**config.mk**
```make
export PLATFORM = sky130hd
export DESIGN_NAME = pida_cell
export DESIGN_NICKNAME = d
export VERILOG_FILES = /design/src/sv/pida_pkg.sv /design/src/sv/pida_cell.sv
export SDC_FILE = /design/constraint.sdc
export NUM_CORES = 1
export LEC_CHECK = 0
export ABC_AREA = 1
export BUFFER_PORTS_ARGS = -buffer_cell sky130_fd_sc_hd__buf_4
export CORE_AREA = 5 5 82 84
export DETAILED_ROUTE_END_ITERATION = 7
export DIE_AREA = 0 0 87 89
export PLACE_DENSITY = 0.79
export SYNTH_ARGS = -nofsm -noshare
export SYNTH_HDL_FRONTEND = slang
export SYNTH_SLANG_ARGS = --single-unit
export TNS_END_PERCENT = 5
```
**constraint.sdc**
```tcl
create_clock -name clk_i -period 3.2 [get_ports clk_i]
set_clock_uncertainty 0.2 [all_clocks]
set_input_delay 0.32 -clock clk_i [delete_from_list [all_inputs] [get_ports clk_i]]
set_output_delay 0.32 -clock clk_i [all_outputs]
set_load 0.03 [all_outputs]
```
**src/sv/pida_pkg.sv**
```systemverilog
package pida_pkg;

  localparam int CAPACITY = 64;
  localparam int IDX_W    = (CAPACITY > 1) ? $clog2(CAPACITY) : 1;
  localparam int CNT_W    = $clog2(CAPACITY + 1);
  localparam int POS_W    = 6;
  localparam int CMP_W    = (CNT_W > POS_W) ? CNT_W : POS_W;
  localparam int DATA_W   = 32;
  localparam int CMD_W    = 3;
  localparam int STAT_W   = 3;
  localparam int OCNT_W   = 7;
  localparam int S_TDATA_W = 48;
  localparam int M_TDATA_W = 48;

  localparam logic [CMD_W-1:0] CMD_INS_FRONT = 3'd0;
  localparam logic [CMD_W-1:0] CMD_INS_POS   = 3'd1;
  localparam logic [CMD_W-1:0] CMD_INS_END   = 3'd2;
  localparam logic [CMD_W-1:0] CMD_DEL_FRONT = 3'd3;
  localparam logic [CMD_W-1:0] CMD_DEL_POS   = 3'd4;
  localparam logic [CMD_W-1:0] CMD_DEL_END   = 3'd5;

  localparam logic [STAT_W-1:0] ST_OK     = 3'd0;
  localparam logic [STAT_W-1:0] ST_FULL   = 3'd1;
  localparam logic [STAT_W-1:0] ST_EMPTY  = 3'd2;
  localparam logic [STAT_W-1:0] ST_BADPOS = 3'd3;
  localparam logic [STAT_W-1:0] ST_BADCMD = 3'd4;

  typedef struct packed {
    logic             ins;
    logic             del;
    logic [IDX_W-1:0] at;
  } pida_shift_t;

endpackage

```
**src/sv/pida_cell.sv**
```systemverilog
module pida_cell (
  input  logic                           clk_i,
  input  pida_pkg::pida_shift_t          shift_i,
  input  logic [pida_pkg::IDX_W-1:0]     cell_idx_i,
  input  logic [pida_pkg::DATA_W-1:0]    ins_data_i,
  input  logic [pida_pkg::DATA_W-1:0]    left_i,
  input  logic [pida_pkg::DATA_W-1:0]    right_i,
  output logic [pida_pkg::DATA_W-1:0]    value_o,
  output logic [pida_pkg::DATA_W-1:0]    pick_o
);
  import pida_pkg::*;

  logic [DATA_W-1:0] value_q;
  logic [DATA_W-1:0] value_d;
  logic              hit;
  logic              above;

  assign hit   = (cell_idx_i == shift_i.at);
  assign above = (cell_idx_i > shift_i.at);

  always_comb begin
    value_d = value_q;
    if (shift_i.ins) begin
      if (hit) begin
        value_d = ins_data_i;
      end else if (above) begin
        value_d = left_i;
      end
    end else if (shift_i.del) begin
      if (hit || above) begin
        value_d = right_i;
      end
    end
  end

  always_ff @(posedge clk_i) begin
    value_q <= value_d;
  end

  assign value_o = value_q;
  assign pick_o  = hit ? value_q : '0;

endmodule

```
==> flow_summary.toml, run 1 <==
[route]
drtIter0Drc = 78
wl_per_cell_um = 12.67
vias = 2585
routed_via_density = 4.434
detail-route-antenna-nets = 0
drc_errors = 0
drt-total-wl_mm = 7.389
dr.pass1.iters = 4

[global_route]
grt_util_met2 = 0.3361
grt_max_degree = 65
antenna_found_initial = 0
grt_pass1_wl_mm = 11.27
grt_pass1_vias = 2423
busiest_layer = "met2"
grt_use_met3 = 0.04332
use_met1 = 0.2180
grt-ovfl-total = 0
grtUsageTotal = 0.1865

[placement]
placed_area_sq_um = 3603
pre_cts_slack_ns = 0.6824
gp_congestion = 0.8428
hpwl_mm = 5.942
io_buffers = 174

[worst_hold_path]
holdPathEnd = "value_o[12]$_DFFE_PP_"
hp-start = "right_i[12]"
min_path_cells = 3
hold_path.class = "primary input to register"

[timing]
fmax_ghz = 0.4036
fin_crit_sh = 0.7744
drv_slew = 0
tightest_slew_ns = 0.9296
max-slew-margin-rel = 0.3796
rsz0062_at_grt = "no"
setup_viol = 0
tns_ns = 0
layout_setup_ws_ns = 0.7220
finalHoldWorstSlack_ns = 0.1066
finalCriticalPeriod_ns = 2.478
hold_viol = 0

[yosys]
ys_top_cells_by_area = "edfxtp_1, nand2_1, inv_1"
avgSynthCellArea_sq_um = 6.622
synth_top_area_cell = "edfxtp_1"
seq_area_frac_synth = 0.4243
synth_cell_types = 14
synth.cell_area_sq_um = 2265
postSynthCellCount = 342
synthesis.nets = 459
yosys_warnings = 0
synth.ff_latch_count = 32
yosysTopAreaCellShare = 0.4243

[worst_setup_path]
cp_data_required_time_ns = 2.68
crit_fanout = 64
endpoint_kind = "output pin"
startpoint = "shift_i[3]"
worst_setup_path_start_kind = "primary input"
critical_path_arrival_ns = 1.96
crit_type = "primary input to output pin"

[cells_and_area]
fin_nets = 624
largest_reg_flops = 32
design_area_sq_um = 3715
fill_cells = 536
diodes = 0
syn_to_final_growth_pct = 64.03
drive_gt1_frac = 0.3720

[die]
die_h_um = 89
rows = 28
die_w_um = 87
start_util = 0.3871
num_io_pins = 175
die_area_sq_um = 7743
core_area_sq_um = 5851

[pwr]
cellLeakagePower_uw = 0.002187
max-vdd-ir-drop_uv = 261.8
p_total_uw = 1472
cellPowerDensity_nw_per_um2 = 396.2

[clock_tree]
cts_resized = 0
cts_root_buf = "clkbuf_8"
htree_levels = 2
post-cts-setup-buffers = 0
cts_hold_buf = 0
path_clk_slew_ns = 0.07
cts_sinks = 32
cts_tree = "yes"
numCtsBuffers = 5
max-clock-path-buffers = 2

[job]
max_cap_viol_count = 0

[outcome]
status = "completed"
-- Yosys cell counts --
cell	instances
buf_2	7
ha_1	6
o21bai_1	1
inv_1	45
buf_1	3
nor2_4	1
or2_2	1
nand3_1	33
edfxtp_1	32
buf_6	3
clkbuf_1	7
a21oi_1	1
nand2_1	170
nor2_1	32
-- metrics by stage --
stage | instances | utilization
3_3_place_gp | 575 | 0.6159
2_1_floorplan | 342 | -
6_report | 583 | 0.6349
4_1_cts | 583 | 0.6349
3_5_place_dp | 575 | 0.6159
5_1_grt | 583 | 0.6349
-- final cells by class --
cell class / instances / area, sq um / share of cell area
Clock inverter: 3 / 42.54 / 0.01145
Inverter: 45 / 168.9 / 0.04547
Sequential cell: 32 / 960.9 / 0.2587
Clock buffer: 5 / 68.82 / 0.01852
Timing Repair Buffer: 178 / 1349 / 0.3631
Multi-Input combinational cell: 245 / 1031 / 0.2775
Tap cell: 75 / 93.84 / 0.02526
-- cell families after synthesis --
family                     Yosys count  synth area share
adders and majority gates            6           0.03315
buffers and inverters               65            0.1215
and+or+nand+nor                    237            0.4155
AOI/OAI and AO/OA                    2          0.005524
DFF                                 32            0.4243
-- routing by layer --
layer	part of all wire	up-vias	wire, um
met4	0.020	0	146
met1	0.38	1111	2826
met2	0.53	99	3930
met5	0	-	0
met3	0.066	11	485
li1	-	1364	-
-- worst max path at each step --
stage                            endpoint  slack, ns  cells after the start
global placement    value_o[30]$_DFFE_PP_       0.72                     10
floorplan            value_o[0]$_DFFE_PP_       0.75                      9
finish                         pick_o[30]       0.72                      9
CTS                            pick_o[30]       0.72                      9
detailed placement  value_o[24]$_DFFE_PP_       0.68                     10
global route                   pick_o[23]       0.55                      9
-- critical path: stages --
cell	delay (ns)
buf_4	0.08
inv_1	0.03
ha_1	0.28
nand2_1	0.09
nor2_4	0.34
nand2_2	0.08
buf_4	0.33
nor2_1	0.19
buf_4	0.18
-- placed cells by master, fill, tap and decap left out, types with 5 or more instances in the layout --
cell type  Yosys  final
ha_1           6      6
edfxtp_1      32     32
inv_1         45     45
clkbuf_8       0      5
nor2_1        32     32
nand2_1      170    169
nand3_1       33     33
buf_4          0    177
-- where the power goes --
group	internal [uW]	switching (uW)
logic	218	300
registers	544	37.7
clock network	230	141
total	993	479
No activity file was read; power rests on OpenSTA's default activity.
==> inputs of run 2 (changes only) <==
clock period = 2.6 ns   (was 3.2 ns; I/O delays follow)
==> flow_summary.toml, run 2 (synthesis gave the netlist of run 1 again) <==
[outcome]
status = "completed"

[route]
drc_errors = 0
drt-total-wl_mm = 7.461
routed_via_density = 4.451
dr.pass1.iters = 6
wl_per_cell_um = 12.69
drtIter0Drc = 59
detail-route-antenna-nets = 0
vias = 2617

[cells_and_area]
largest_reg_flops = 32
final_cell_mix = "buf_4, nand2_1, inv_1, nand3_1"
design_area_sq_um = 3735
final_util = 0.6384
syn_to_final_growth_pct = 64.92
diodes = 0
drive_gt1_frac = 0.3743
fin_nets = 629
final_common_cell = "buf_4"

[worst_setup_path]
cp.buffers_inverters = 4
crit_family = "buffers and inverters"
slowest_delay_ns = 0.28
endpoint_kind = "output pin"
startpoint = "shift_i[3]"
crit_type = "primary input to output pin"
critical_path_arrival_ns = 1.53
cp_data_required_time_ns = 2.14
crit_slowest_cell = "ha_1"
crit_path_frequent_cell = "buf_4"
crit_fanout = 33
crit_chain = "buf_4 -> inv_1 -> ha_1 -> nand2_1 -> nor2_4 -> nand2_2 -> buf_4 -> nor2_1 -> buf_4"
worst_setup_path_start_kind = "primary input"

[placement]
pre_cts_slack_ns = 0.5895
placed_area_sq_um = 3628
io_buffers = 174
hpwl_mm = 6.251
gp_congestion = 0.8618

[timing]
drv_slew = 0
tightest_slew_ns = 0.9543
hold_viol = 0
layout_setup_ws_ns = 0.6082
max-slew-margin-rel = 0.3631
tns_ns = 0
fin_crit_sh = 0.7661
rsz0062_at_grt = "no"
finalCriticalPeriod_ns = 1.992
fmax_ghz = 0.5021
setup_viol = 0

[die]
start_util = 0.3871
rows = 28
die_area_sq_um = 7743
num_io_pins = 175
core_area_sq_um = 5851
die_w_um = 87
die_h_um = 89

[clock_tree]
path_clk_slew_ns = 0.06
cts_resized = 0
htree_levels = 2
numCtsBuffers = 5
cts_tree = "yes"
max-clock-path-buffers = 2
cts_sinks = 32
post-cts-setup-buffers = 0
cts_root_buf = "clkbuf_8"
cts_hold_buf = 0

[worst_hold_path]
hold_path.class = "primary input to register"
hp-start = "right_i[13]"

[global_route]
grt_pass1_vias = 2547
busiest_layer = "met2"
grt_use_met3 = 0.04055
grt_max_degree = 34
use_met1 = 0.2122
antenna_found_initial = 0
grt-ovfl-total = 0
grtUsageTotal = 0.1861
grt_pass1_wl_mm = 11.39
grt_util_met2 = 0.3485

[pwr]
cellPowerDensity_nw_per_um2 = 484.0
cellLeakagePower_uw = 0.002206
max-vdd-ir-drop_uv = 271.2

[job]
max_cap_viol_count = 0
[run 2: cell types whose count changed in the layout (fill, tap and decap cells not counted), sizes merged]
cell	delta
clkinvlp	-1
buf	+5
clkinv	+1
[run 2: final cells by class]
type,instances,area (sq um)
flip-flops and latches,32,960.9
well taps,75,93.84
repair buffers,183,1374
clock buffers,5,68.82
fillers,558,2116
inverters,45,168.9
clock inverters,3,37.54
multi-input cells,245,1031
[run 2: path summary, 6_finish.rpt]
path                                     to  slack, ns  depth (start not counted)
worst min-delay path  value_o[13]$_DFFE_PP_       0.05                          3
worst max-delay path              pick_o[9]       0.61                          9
[run 2: through the flow]
| stage | total power (uW) | instances | hold slack [ns] |
|---|---|---|---|
| floorplan | 1059 | 342 | 0.2456 |
| global placement | 1358 | 580 | 0.3305 |
| detailed placement | 1374 | 580 | 0.3339 |
| CTS | 1824 | 588 | 0.04360 |
| global route | 1909 | 588 | 0.05184 |
| finish | 1807 | 588 | 0.05197 |
[run 2: metal layers]
layer	vias up	share of wire
li1	1373	-
met1	1147	0.37
met2	89	0.54
met3	8	0.074
met4	0	0.017
met5	-	0
[run 2: report_power, final]
part	leakage (uW)	internal (uW)	total [uW]	switching, uW
combinational	0.00185	271	643	372
sequential	0.000300	670	714	44.7
clock	0.0000532	279	450	171
total	0.00221	1220	1810	588
